File: src/rtl/core/scl_pkg.sv
// Shared types, token kinds and character classes of the source code lexer.
package scl_pkg;

  localparam int OFFSET_WIDTH_DEFAULT = 16;

  localparam logic [6:0] K_END   = 7'd0;
  localparam logic [6:0] K_NL    = 7'd1;
  localparam logic [6:0] K_SEMI  = 7'd2;
  localparam logic [6:0] K_DEC   = 7'd3;
  localparam logic [6:0] K_OCT   = 7'd4;
  localparam logic [6:0] K_HEX   = 7'd5;
  localparam logic [6:0] K_BIN   = 7'd6;
  localparam logic [6:0] K_IDENT = 7'd7;
  localparam logic [6:0] K_KW0   = 7'd8;
  localparam logic [6:0] K_ERR   = 7'd29;
  localparam logic [6:0] K_INC   = 7'd63;
  localparam logic [6:0] K_DECR  = 7'd64;
  localparam logic [6:0] K_LAND  = 7'd65;
  localparam logic [6:0] K_LOR   = 7'd66;
  localparam logic [6:0] K_PLUS  = 7'd44;
  localparam logic [6:0] K_MINUS = 7'd46;
  localparam logic [6:0] K_AMP   = 7'd55;
  localparam logic [6:0] K_PIPE  = 7'd57;

  localparam logic [15:0] LEN_MAX = 16'hFFFF;

  typedef enum logic [3:0] {
    M_IDLE, M_DEC, M_ZERO, M_OCT, M_HEXP, M_HEX, M_BINP, M_BIN, M_IDENT, M_OPER
  } mode_t;

  typedef struct packed {
    logic       valid;
    logic [6:0] kind;
    logic       at_begin;
    logic [1:0] len_sel;
  } tok_t;

  localparam logic [1:0] LEN_ONE  = 2'd0;
  localparam logic [1:0] LEN_TWO  = 2'd1;
  localparam logic [1:0] LEN_SIZE = 2'd2;
  localparam logic [1:0] LEN_ZERO = 2'd3;

  function automatic logic is_dig(input logic [7:0] c);
    return c >= "0" && c <= "9";
  endfunction

  function automatic logic is_oct(input logic [7:0] c);
    return c >= "0" && c <= "7";
  endfunction

  function automatic logic is_hexc(input logic [7:0] c);
    return is_dig(c) || (c >= "A" && c <= "F") || (c >= "a" && c <= "f");
  endfunction

  function automatic logic is_alpha(input logic [7:0] c);
    return (c >= "A" && c <= "Z") || (c >= "a" && c <= "z");
  endfunction

  function automatic logic [6:0] one_kind(input logic [7:0] c);
    case (c)
      "(": return 7'd30;
      ")": return 7'd31;
      "[": return 7'd32;
      "]": return 7'd33;
      "{": return 7'd34;
      "}": return 7'd35;
      ":": return 7'd40;
      "?": return 7'd41;
      "~": return 7'd54;
      default: return 7'd0;
    endcase
  endfunction

  function automatic logic [6:0] dbl_kind(input logic [7:0] c);
    case (c)
      "<": return 7'd36;
      ">": return 7'd38;
      "!": return 7'd42;
      "+": return 7'd44;
      "-": return 7'd46;
      "*": return 7'd48;
      "/": return 7'd50;
      "%": return 7'd52;
      "&": return 7'd55;
      "|": return 7'd57;
      "^": return 7'd59;
      "=": return 7'd61;
      default: return 7'd0;
    endcase
  endfunction

  function automatic logic [6:0] kw_kind(input logic [39:0] b);
    case (b)
      40'h0000726176: return 7'd8;
      40'h74736E6F63: return 7'd9;
      40'h0000003875: return 7'd10;
      40'h0000363175: return 7'd11;
      40'h0000323375: return 7'd12;
      40'h0000343675: return 7'd13;
      40'h0038323175: return 7'd14;
      40'h657A697375: return 7'd15;
      40'h0000003869: return 7'd16;
      40'h0000363169: return 7'd17;
      40'h0000323369: return 7'd18;
      40'h0000343669: return 7'd19;
      40'h0038323169: return 7'd20;
      40'h657A697369: return 7'd21;
      40'h0000323366: return 7'd22;
      40'h0000343666: return 7'd23;
      40'h657A697366: return 7'd24;
      40'h00657A6973: return 7'd25;
      40'h0072616863: return 7'd26;
      40'h0000727473: return 7'd27;
      40'h006C6F6F62: return 7'd28;
      default: return K_IDENT;
    endcase
  endfunction

endpackage

File: src/rtl/core/source_code_lexer.sv
// Top level of the source code lexer: input register, decode, two-entry result queue.
// A token caused by a byte passes through the input register and then the result queue before it is offered.
// One byte per cycle while the input is not stalled; a byte that yields two tokens offers them in turn.
// Input stalls while a queued token is stalled, or while two are queued and the byte needs two.
// Reset clears scan state, offsets and the result queue; payload registers are not reset.
module source_code_lexer #(
  parameter int OFFSET_WIDTH = scl_pkg::OFFSET_WIDTH_DEFAULT
) (
  input  logic        clk,
  input  logic        rst,
  input  logic        in_valid,
  output logic        in_stall,
  input  logic [7:0]  character,
  input  logic        end_mark,
  output logic        out_valid,
  input  logic        out_stall,
  output logic [6:0]  token_kind,
  output logic [15:0] token_start,
  output logic [15:0] token_length,
  output logic        last_of_run
);

  typedef struct packed {
    logic [6:0]  kind;
    logic [15:0] start;
    logic [15:0] len;
    logic        last;
  } res_t;

  logic                    r_valid;
  logic [7:0]              r_char;
  logic                    r_end;
  scl_pkg::mode_t          mode;
  logic [OFFSET_WIDTH-1:0] offset;
  logic [OFFSET_WIDTH-1:0] tbegin;
  logic [15:0]             tsize;
  logic [6:0]              op_kind;
  logic [39:0]             kw_buf;
  logic                    kw_ok;
  res_t                    q [2];
  logic [1:0]              q_cnt;

  scl_pkg::mode_t mode_next;
  logic [39:0]    kw_buf_next;
  logic           kw_ok_next;
  logic [6:0]     op_kind_next;
  logic           extend;
  logic           restart;
  scl_pkg::tok_t  tok_a;
  scl_pkg::tok_t  tok_b;
  logic           step;
  logic           pop;
  logic [1:0]     n_new;
  res_t           ra;
  res_t           rb;
  logic [2:0]     kw_count;

  assign kw_count = (tsize > 16'd5) ? 3'd5 : tsize[2:0];

  scl_step u_step (
    .mode(mode), .kw_count(kw_count), .kw_buf(kw_buf), .kw_ok(kw_ok), .op_kind(op_kind),
    .character(r_char), .end_mark(r_end), .mode_next(mode_next),
    .kw_buf_next(kw_buf_next), .kw_ok_next(kw_ok_next), .op_kind_next(op_kind_next),
    .extend(extend), .restart(restart), .tok_a(tok_a), .tok_b(tok_b)
  );

  function automatic res_t make_res(input scl_pkg::tok_t t, input logic [15:0] b,
                                    input logic [15:0] c, input logic [15:0] sz,
                                    input logic last);
    res_t r;
    r.kind = t.kind;
    r.start = t.at_begin ? b : c;
    case (t.len_sel)
      scl_pkg::LEN_ONE: r.len = 16'd1;
      scl_pkg::LEN_TWO: r.len = 16'd2;
      scl_pkg::LEN_SIZE: r.len = sz;
      default: r.len = 16'd0;
    endcase
    r.last = last;
    return r;
  endfunction

  logic [15:0] b16;
  logic [15:0] c16;
  if (OFFSET_WIDTH >= 16) begin : g_wide
    assign b16 = tbegin[15:0];
    assign c16 = offset[15:0];
  end else begin : g_narrow
    assign b16 = 16'(tbegin);
    assign c16 = 16'(offset);
  end

  assign ra = make_res(tok_a, b16, c16, tsize, !tok_b.valid);
  assign rb = make_res(tok_b, b16, c16, tsize, 1'b1);
  assign n_new = {1'b0, tok_a.valid} + {1'b0, tok_b.valid};

  assign pop = out_valid && !out_stall;
  // A decoded byte may produce two tokens, so it proceeds only if the queue, after any pop, has room for all it yields.
  assign step = r_valid && (q_cnt == 2'd0 || (pop && (q_cnt == 2'd1 || n_new != 2'd2)));
  assign in_stall = r_valid && !step;

  assign out_valid = q_cnt != 2'd0;
  assign token_kind = q[0].kind;
  assign token_start = q[0].start;
  assign token_length = q[0].len;
  assign last_of_run = q[0].last;

  always_ff @(posedge clk) begin
    if (rst) begin
      r_valid <= 1'b0;
      mode <= scl_pkg::M_IDLE;
      offset <= '0;
      tbegin <= '0;
      tsize <= '0;
      op_kind <= '0;
      kw_buf <= '0;
      kw_ok <= 1'b0;
      q_cnt <= '0;
    end else begin
      if (!in_stall) begin
        r_valid <= in_valid;
        r_char <= character;
        r_end <= end_mark;
      end
      if (step) begin
        mode <= mode_next;
        if (r_end) begin
          offset <= '0;
          tbegin <= '0;
          tsize <= '0;
          op_kind <= '0;
          kw_buf <= '0;
          kw_ok <= 1'b0;
        end else begin
          kw_buf <= kw_buf_next;
          kw_ok <= kw_ok_next;
          op_kind <= op_kind_next;
          offset <= offset + 1'b1;
          if (restart) begin
            tbegin <= offset;
            tsize <= 16'd1;
          end else if (extend && tsize != scl_pkg::LEN_MAX) begin
            tsize <= tsize + 16'd1;
          end
        end
      end
      begin
        logic [1:0] base;
        base = q_cnt - {1'b0, pop};
        if (step && tok_a.valid && base == 2'd0) q[0] <= ra;
        else if (pop) q[0] <= q[1];
        if (step && tok_a.valid && base != 2'd0) q[1] <= ra;
        else if (step && tok_b.valid && base == 2'd0) q[1] <= rb;
        q_cnt <= base + (step ? n_new : 2'd0);
      end
    end
  end

  a_idle: assert property (@(posedge clk) disable iff (rst)
    step && r_end |-> mode_next == scl_pkg::M_IDLE)
    else $error("scan mode not idle after end transaction");
  a_qcap: assert property (@(posedge clk) disable iff (rst) q_cnt != 2'd3)
    else $error("result queue overflow");
  a_tok: assert property (@(posedge clk) disable iff (rst)
    r_valid |-> !(tok_b.valid && !tok_a.valid))
    else $error("second token without first");
  a_end: assert property (@(posedge clk) disable iff (rst)
    step && r_end |=> offset == '0)
    else $error("offset not cleared after end transaction");

endmodule

File: src/rtl/core/scl_step.sv
// Combinational next-state and token decode for one source byte.
module scl_step (
  input  scl_pkg::mode_t   mode,
  input  logic [2:0]       kw_count,
  input  logic [39:0]      kw_buf,
  input  logic             kw_ok,
  input  logic [6:0]       op_kind,
  input  logic [7:0]       character,
  input  logic             end_mark,
  output scl_pkg::mode_t   mode_next,
  output logic [39:0]      kw_buf_next,
  output logic             kw_ok_next,
  output logic [6:0]       op_kind_next,
  output logic             extend,
  output logic             restart,
  output scl_pkg::tok_t    tok_a,
  output scl_pkg::tok_t    tok_b
);

  logic          taken;
  logic          do_flush;
  logic [6:0]    flush_kind;
  scl_pkg::tok_t fresh_tok;
  logic [6:0]    ok1;
  logic [6:0]    ok2;

  always_comb begin
    case (mode)
      scl_pkg::M_DEC, scl_pkg::M_ZERO: flush_kind = scl_pkg::K_DEC;
      scl_pkg::M_OCT: flush_kind = scl_pkg::K_OCT;
      scl_pkg::M_HEX: flush_kind = scl_pkg::K_HEX;
      scl_pkg::M_BIN: flush_kind = scl_pkg::K_BIN;
      scl_pkg::M_HEXP, scl_pkg::M_BINP: flush_kind = scl_pkg::K_ERR;
      scl_pkg::M_IDENT: flush_kind = kw_ok ? scl_pkg::kw_kind(kw_buf) : scl_pkg::K_IDENT;
      default: flush_kind = op_kind;
    endcase
  end

  always_comb begin
    ok1 = scl_pkg::one_kind(character);
    ok2 = scl_pkg::dbl_kind(character);
    mode_next = mode;
    kw_buf_next = kw_buf;
    kw_ok_next = kw_ok;
    op_kind_next = op_kind;
    extend = 1'b0;
    restart = 1'b0;
    taken = 1'b0;
    do_flush = 1'b0;
    tok_a = '0;
    tok_b = '0;
    fresh_tok = '0;
    if (end_mark) begin
      if (mode == scl_pkg::M_IDLE) begin
        tok_a = '{valid: 1'b1, kind: scl_pkg::K_END, at_begin: 1'b0,
                  len_sel: scl_pkg::LEN_ZERO};
      end else begin
        tok_a = '{valid: 1'b1, kind: flush_kind, at_begin: 1'b1,
                  len_sel: (mode == scl_pkg::M_OPER) ? scl_pkg::LEN_ONE : scl_pkg::LEN_SIZE};
        tok_b = '{valid: 1'b1, kind: scl_pkg::K_END, at_begin: 1'b0,
                  len_sel: scl_pkg::LEN_ZERO};
      end
      mode_next = scl_pkg::M_IDLE;
    end else begin
      case (mode)
        scl_pkg::M_IDLE: ;
        scl_pkg::M_DEC: begin
          if (scl_pkg::is_dig(character)) taken = 1'b1;
          else do_flush = 1'b1;
        end
        scl_pkg::M_ZERO: begin
          if (scl_pkg::is_oct(character)) begin
            taken = 1'b1;
            mode_next = scl_pkg::M_OCT;
          end else if (character == "8" || character == "9") begin
            tok_a = '{valid: 1'b1, kind: scl_pkg::K_ERR, at_begin: 1'b1,
                      len_sel: scl_pkg::LEN_SIZE};
            mode_next = scl_pkg::M_IDLE;
          end else if (character == "x") begin
            taken = 1'b1;
            mode_next = scl_pkg::M_HEXP;
          end else if (character == "b") begin
            taken = 1'b1;
            mode_next = scl_pkg::M_BINP;
          end else do_flush = 1'b1;
        end
        scl_pkg::M_OCT: begin
          if (scl_pkg::is_oct(character)) taken = 1'b1;
          else do_flush = 1'b1;
        end
        scl_pkg::M_HEXP, scl_pkg::M_HEX: begin
          if (scl_pkg::is_hexc(character)) begin
            taken = 1'b1;
            mode_next = scl_pkg::M_HEX;
          end else do_flush = 1'b1;
        end
        scl_pkg::M_BINP, scl_pkg::M_BIN: begin
          if (character == "0" || character == "1") begin
            taken = 1'b1;
            mode_next = scl_pkg::M_BIN;
          end else do_flush = 1'b1;
        end
        scl_pkg::M_IDENT: begin
          if (character == "_" || scl_pkg::is_alpha(character) ||
              scl_pkg::is_dig(character)) begin
            taken = 1'b1;
            if (kw_ok && kw_count != 3'd5) begin
              case (kw_count)
                3'd1: kw_buf_next[15:8] = character;
                3'd2: kw_buf_next[23:16] = character;
                3'd3: kw_buf_next[31:24] = character;
                3'd4: kw_buf_next[39:32] = character;
                default: kw_buf_next[7:0] = character;
              endcase
            end else kw_ok_next = 1'b0;
          end else do_flush = 1'b1;
        end
        scl_pkg::M_OPER: begin
          if (character == "=" || (character == "+" && op_kind == scl_pkg::K_PLUS) ||
              (character == "-" && op_kind == scl_pkg::K_MINUS) ||
              (character == "&" && op_kind == scl_pkg::K_AMP) ||
              (character == "|" && op_kind == scl_pkg::K_PIPE)) begin
            taken = 1'b1;
            mode_next = scl_pkg::M_IDLE;
            tok_a.valid = 1'b1;
            tok_a.at_begin = 1'b1;
            tok_a.len_sel = scl_pkg::LEN_TWO;
            case (character)
              "=": tok_a.kind = op_kind + 7'd1;
              "+": tok_a.kind = scl_pkg::K_INC;
              "-": tok_a.kind = scl_pkg::K_DECR;
              "&": tok_a.kind = scl_pkg::K_LAND;
              default: tok_a.kind = scl_pkg::K_LOR;
            endcase
          end else do_flush = 1'b1;
        end
        default: mode_next = scl_pkg::M_IDLE;
      endcase
      extend = taken && (mode != scl_pkg::M_OPER);
      if (do_flush) begin
        tok_a = '{valid: 1'b1, kind: flush_kind, at_begin: 1'b1,
                  len_sel: (mode == scl_pkg::M_OPER) ? scl_pkg::LEN_ONE : scl_pkg::LEN_SIZE};
        mode_next = scl_pkg::M_IDLE;
      end
      if (!taken) begin
        fresh_tok.at_begin = 1'b0;
        fresh_tok.len_sel = scl_pkg::LEN_ONE;
        if (character == " " || character == "\t") begin
          mode_next = scl_pkg::M_IDLE;
        end else if (character == "\n") begin
          fresh_tok.valid = 1'b1;
          fresh_tok.kind = scl_pkg::K_NL;
          mode_next = scl_pkg::M_IDLE;
        end else if (character == ";") begin
          fresh_tok.valid = 1'b1;
          fresh_tok.kind = scl_pkg::K_SEMI;
          mode_next = scl_pkg::M_IDLE;
        end else if (scl_pkg::is_dig(character)) begin
          restart = 1'b1;
          mode_next = (character == "0") ? scl_pkg::M_ZERO : scl_pkg::M_DEC;
        end else if (character == "_" || scl_pkg::is_alpha(character)) begin
          restart = 1'b1;
          mode_next = scl_pkg::M_IDENT;
          kw_buf_next = {32'd0, character};
          kw_ok_next = 1'b1;
        end else if (ok1 != 7'd0) begin
          restart = 1'b1;
          fresh_tok.valid = 1'b1;
          fresh_tok.kind = ok1;
          mode_next = scl_pkg::M_IDLE;
        end else if (ok2 != 7'd0) begin
          restart = 1'b1;
          mode_next = scl_pkg::M_OPER;
          op_kind_next = ok2;
        end else begin
          restart = 1'b1;
          fresh_tok.valid = 1'b1;
          fresh_tok.kind = scl_pkg::K_ERR;
          mode_next = scl_pkg::M_IDLE;
        end
        if (tok_a.valid) tok_b = fresh_tok;
        else tok_a = fresh_tok;
      end
    end
  end

endmodule

File: config.mk
export PLATFORM = sky130hd
export DESIGN_NAME = source_code_lexer
export DESIGN_NICKNAME = d
export VERILOG_FILES = /design/src/rtl/core/scl_pkg.sv /design/src/rtl/core/source_code_lexer.sv /design/src/rtl/core/scl_step.sv
export SDC_FILE = /design/constraint.sdc
export NUM_CORES = 1
export LEC_CHECK = 0
export ABC_AREA = 1
export BUFFER_PORTS_ARGS = -buffer_cell sky130_fd_sc_hd__buf_2
export CAP_MARGIN = 25
export CORE_AREA = 5 5 187 189
export CTS_CLUSTER_DIAMETER = 60
export CTS_CLUSTER_SIZE = 8
export DETAILED_ROUTE_END_ITERATION = 8
export DIE_AREA = 0 0 192 194
export GPL_ROUTABILITY_DRIVEN = 1
export GPL_TIMING_DRIVEN = 0
export SYNTH_ARGS = -nofsm -noshare
export SYNTH_HDL_FRONTEND = slang
export SYNTH_SLANG_ARGS = --single-unit
File: constraint.sdc
create_clock -name clk -period 15.7 [get_ports clk]
set_input_delay 3.14 -clock clk [delete_from_list [all_inputs] [get_ports clk]]
set_output_delay 3.14 -clock clk [all_outputs]
set_load 0.005 [all_outputs]
# Word-level counts from Yosys, hierarchy flattened
# Memory sizes are Yosys's and may differ from the RTL's.
# Index checks and enable logic that the tools add are counted.
# Widths: inputs -> output; s select.
[totals] ff_bits=112 mem_bits_rw=80 inputBits=13 out_inout_bits=42 elab_cells=324 memories=1
[memory_table] memory="q" words=2 word_bits=40 read_ports=2 rd_clocked_by_memory_dff=0 wr=2 line="source_code_lexer.sv:40" rtl="res_t q [2];"
[classes] add_sub_neg=6 magnitude_cmp=10 eq_ne=91 muxes=139 bitwise_logic=4 reduce_logical=62
[op_table] operator="$mux 40" n=12
[op_table] operator="$eq 40x22->1 const B" n=8
[op_table] operator="$eq 40x39->1 const B" n=4
[op_table] operator="$eq 8x6->1 const B" n=20
[op_table] operator="$mux 11" n=12
[op_table] operator="$mux 16" n=8
[op_table] operator="$eq 40x31->1 const B" n=3
[op_table] operator="$pmux 5 s21" n=1
[op_table] operator="$mux 8" n=12
[op_table] operator="$pmux 16 s3" n=2
[op_table] operator="$eq 40x14->1 const B" n=2
[op_table] operator="$eq 40x23->1 const B" n=2
[op_table] operator="$eq 40x30->1 const B" n=2
[op_table] operator="$eq 8x7->1 const B" n=10
[op_table] operator="$pmux 6 s12" n=1
[op_table] operator="$mux 4" n=17
[op_table] operator="$mux 7" n=9
[op_table] operator="$pmux 6 s9" n=1
[op_table] operator="$mux 1" n=52
[op_table] operator="$pmux 7 s6" n=1
[op_table] operator="$add 16x1->16 const B" n=2
[op_table] operator="$le 8x7->1 const B" n=4
[op_table] operator="$eq 7x6->1 const B" n=4
[op_table] operator="$pmux 7 s4" n=1
[op_table] operator="other kinds (48)" n=122

# Logic depth before layout (Yosys ltp)
[depth] ltp_word=27 depth_mapped=29 depth_no_buf=29

# By module
# A second synthesis with hierarchy kept.
[unflattened] hier_cells=1967 hier_area_um2=12734.7
[modules_own_cells] mod="source_code_lexer" n_inst=1 cells_per_inst=1063 area_each_um2=8607.0 seq_area_each_um2=4724.5
[modules_own_cells] mod="scl_step" n_inst=1 cells_per_inst=904 area_each_um2=4127.7 seq_area_each_um2=0.0

# Worst setup path before layout
# No wires, ideal clock.
[synth_timing] path_kind="in2reg" startpoint="in out_stall" endpoint="mem q[0][0] in the netlist's numbering (enable)" setup_ps=493 arrival_ps=6902 required_time_ps=15207 path_slack_ps=8305 path_stages=8 n_path_buf=0 cell_sequence="nor2_1 ha_1 xor2_1 nor2_1 inv_1 nor2_1 nand2_1 o21ai_0"
[synth_rtl] element="start, declared" line="source_code_lexer.sv:16" rtl="input logic out_stall,"
[synth_rtl] element="end, declared" line="source_code_lexer.sv:40"

# Worst setup path after layout
[layout_timing] startpoint="in out_stall" endpoint="out in_stall"
[layout_between] elab_chain_len=7
[layout_lines] element="$logic_not 1->1" line="source_code_lexer.sv:97" rtl="assign pop = out_valid && !out_stall;"
[layout_lines] element="$logic_and 1x1->1" line="source_code_lexer.sv:97"
[layout_lines] element="$logic_and 1x1->1" line="source_code_lexer.sv:99" rtl="assign step = r_valid && (q_cnt == 2'd0 || (pop && (q_cnt == 2'd1 || n_new != 2'd2)));"
[layout_lines] element="$logic_or 1x1->1" line="source_code_lexer.sv:99"
[layout_lines] element="$logic_and 1x1->1" line="source_code_lexer.sv:99"
[layout_lines] element="$logic_not 1->1" line="source_code_lexer.sv:100" rtl="assign in_stall = r_valid && !step;"
[layout_lines] element="$logic_and 1x1->1" line="source_code_lexer.sv:100"
[layout_lines] element="end, declared" line="source_code_lexer.sv:12" rtl="output logic in_stall,"
# Every way passes these cells.

==> flow_metrics.py <==
metrics = {
    "synthesis": {
        "synth_top_family_by_area": "simple AND/OR/NAND/NOR gates",
        "muxShareOfSynthArea_pct": 0,
        "synth.ff_latch_count": 191,
        "synth_adder_area_share_pct": 1.32,
        "async_flop_share_pct": 0,
        "syn-num-nets": 1703,
        "yosysWarnings": 0,
        "synth_edf_count": 87,
        "ys.flop_type": "dfxtp_1",
        "synthCells": 1678,
        "synth-xor-area-share_pct": 1.08,
        "synth_compound_area_share_pct": 11.3,
        "syn-cell-area_um2": 11400,
        "yosys.cell_types.count": 53,
        "synthSimpleGateAreaFrac_pct": 37.1,
        "synth-seq-area-share_pct": 41.2,
        "syn_area_per_cell_um2": 6.79,
    },
    "sta": {
        "setup_viol": 0,
        "fin_skew_ns": 0.0123,
        "rsz0062_at_grt": "no",
        "finalSetupTns_ns": 0,
        "finalMaxSlewViolations": 0,
        "fin_crit_ns": 7.09,
        "worstMarginPinSlew_ns": 0.864,
        "period_share_pct": 45.2,
        "hold_viol_final": 0,
        "clock.fmax_mhz": 141,
        "slew-limit-headroom_pct": 42.2,
    },
    "die": {
        "boundaryPins": 55,
        "placementRows": 67,
        "initial_core_util_pct": 34.4,
        "dieArea_um2": 37200,
        "die_w_um": 192,
        "die_h_um": 194,
        "core_area_um2": 33100,
    },
    "critical_path": {
        "max_stage_delay_ns": 0.29,
        "cp_slowest_cell": "or2_2",
        "start_kind": "input port",
        "critPathArrivalTime_ns": 3.95,
        "path_max_fanout": 3,
        "crit_family": "simple AND/OR/NAND/NOR gates",
        "path_cells": "buf_2, a21oi_1, or2_2, nor2_1, buf_2",
        "cp_data_required_time_ns": 12.56,
        "critPathBufInv": 2,
        "path_common_cell": "buf_2",
        "worstSetupEndpointType": "output pin",
        "crit_type": "in2out",
    },
    "clock_tree": {
        "cts_resized": 0,
        "cts_root_buf": "clkbuf_16",
        "clk_pin_slew_worst_paths_ns": 0.07,
        "htreeDepth": 4,
        "post_cts_buffers": 0,
        "cts_hold_buf": 0,
        "insertion_delay_ns": 0.44,
        "cts_max_path_buffers": 2,
        "cts.sinks": 191,
        "numCtsBuffers": 17,
        "tritoncts": "yes",
    },
    "placement": {
        "place_congestion": 0.928,
        "dpl_cell_area_um2": 12300,
        "dp_cells": 2180,
        "io_buffers": 53,
        "dp_hpwl_um": 25500,
    },
    "power_and_ir_drop": {
        "p_leak_uw": 0.00524,
        "pwr_density_cell_nw_per_um2": 105,
        "ir_drop_uv": 78.7,
    },
    "grt": {
        "grt_max_degree": 39,
        "grtUsageTotal_pct": 17.6,
        "grt_pass1_wl_um": 53200,
        "grt_pass1_vias": 10100,
        "grt_overflow": 0,
        "antenna_found_initial": 0,
    },
    "drt": {
        "routed_wl_um": 32900,
        "dr.first_iter.drc_count": 787,
        "post_drt_wl_per_cell_um": 14.9,
        "viasPerCell": 4.91,
        "drc": 0,
        "num_vias": 10900,
        "dr.pass1.iters": 5,
        "ant_nets": 0,
    },
    "finish": {
        "finalNonFillerCells": 2213,
        "antenna_cells": 0,
        "nNetsFinal": 1777,
        "final_common_cell": "nand2_1",
        "final_layout_size_suffix_gt1_share_pct": 9.41,
        "final_area_um2": 12800,
        "fillers": 3499,
        "area_delta_synth_final_pct": 12.7,
        "final_cell_mix": "nand2_1 (551), nor2_1 (244), inv_1 (161)",
    },
    "job": {
        "cap_violations": 0,
    },
    "min_path": {
        "min_path_type": "reg2reg",
    },
    "outcome": {
        "outcome": "complete, no violations",
    },
}
==> state kept, by name (all words and copies together), names as in the netlist <==
| register | flops |
|---|---|
| q | 80 |
| kw_buf | 40 |
| b16 | 16 |
| c16 | 16 |
| tsize | 16 |
| r_char | 8 |
| op_kind | 6 |
| mode | 4 |
| q_cnt | 2 |
| kw_ok | 1 |
| r_end | 1 |
| r_valid | 1 |
==> path summary, 6_finish.rpt <==
path | startpoint | end | slack (ns) | depth (start not counted)
setup / recovery | out_stall | in_stall | 8.61 | 5
hold / removal | b16[6]$_SDFFE_PP0P_ | b16[6]$_SDFFE_PP0P_ | 0.46 | 2
setup reg to reg | r_char[4]$_DFFE_PP_ | q[1][30]$_DFFE_PP_ | 10.39 | 22
hold reg to reg | b16[6]$_SDFFE_PP0P_ | b16[6]$_SDFFE_PP0P_ | 0.46 | 2
==> worst register-to-register path: stages (launching register included) <==
cell and delay, ns:
edfxtp_1 0.51, inv_1 0.32, nand2_1 0.15, o21ai_0 0.21
o21ai_0 0.15, o211ai_1 0.13, nand3_2 0.20, nor2_4 0.19
inv_2 0.04, nor2_1 0.12, nand2_1 0.11, nand2_1 0.11
nand3_1 0.15, inv_1 0.18, ha_1 0.17, a21oi_1 0.05
or2_2 0.29, nand2_1 0.18, clkbuf_1 0.44, nor2_1 0.16
nand3_4 0.18, buf_2 0.26, nand2_2 0.53
==> per-layer routing <==
layer  global-route usage, %  up-vias  wire length (um)
li1                        -     5578                 -
met1                    24.9     4980             15800
met2                    28.4      277             14800
met3                    2.48       38              1710
met4                    4.33        0               576
met5                       0        -                 0
==> synth_stat cells (11+ instances only) <==
| cell | instances | area [um2] |
|---|---|---|
| buf_2 | 18 | 90.1 |
| o21ai_0 | 85 | 425 |
| nand4_1 | 30 | 188 |
| nand3b_1 | 11 | 82.6 |
| inv_1 | 161 | 604 |
| nor2_1 | 244 | 916 |
| clkbuf_1 | 24 | 90.1 |
| nand3_1 | 97 | 485 |
| ha_1 | 12 | 150 |
| dfxtp_1 | 104 | 2080 |
| xor2_1 | 12 | 105 |
| o21ai_1 | 19 | 95.1 |
| edfxtp_1 | 87 | 2610 |
| nor3_1 | 24 | 120 |
| a21oi_1 | 99 | 495 |
| nand2_1 | 552 | 2070 |
| inv_2 | 15 | 56.3 |
==> cells by family (layout without fill, tap and decap cells) <==
group           Yosys count  after routing
fa+ha+maj                12             12
simple gates            997            997
xor+xnor                 14             14
buf+inv                 228            315
compound gates          236            236
flops                   191            191
==> cell type report <==
type	instances	area, um2	area share (%)
multi-input combinational	1259	5800	45.2
sequential	191	4690	36.6
inverter	177	664	5.18
tap	448	561	4.37
clock buffer	20	457	3.56
timing repair buffer	55	298	2.32
buffer	51	248	1.93
clock inverter	12	114	0.887
==> through the flow <==
stage	hold WS (ns)	setup WS [ns]	total power, uW	util (%)
finish	0.464	8.61	1350	38.7
global route	0.480	8.47	1430	38.7
CTS	0.465	8.61	1360	38.7
detailed placement	0.455	8.61	930	37.0
global placement	0.448	7.11	924	36.9
floorplan	0.440	8.31	820	-
==> power breakdown <==
group | total [uW] | internal (uW) | switching, uW
clock | 433 | 225 | 208
combinational | 321 | 92.7 | 228
sequential | 598 | 577 | 20.6
total | 1350 | 895 | 457
No activity file was read; power rests on OpenSTA's default activity.
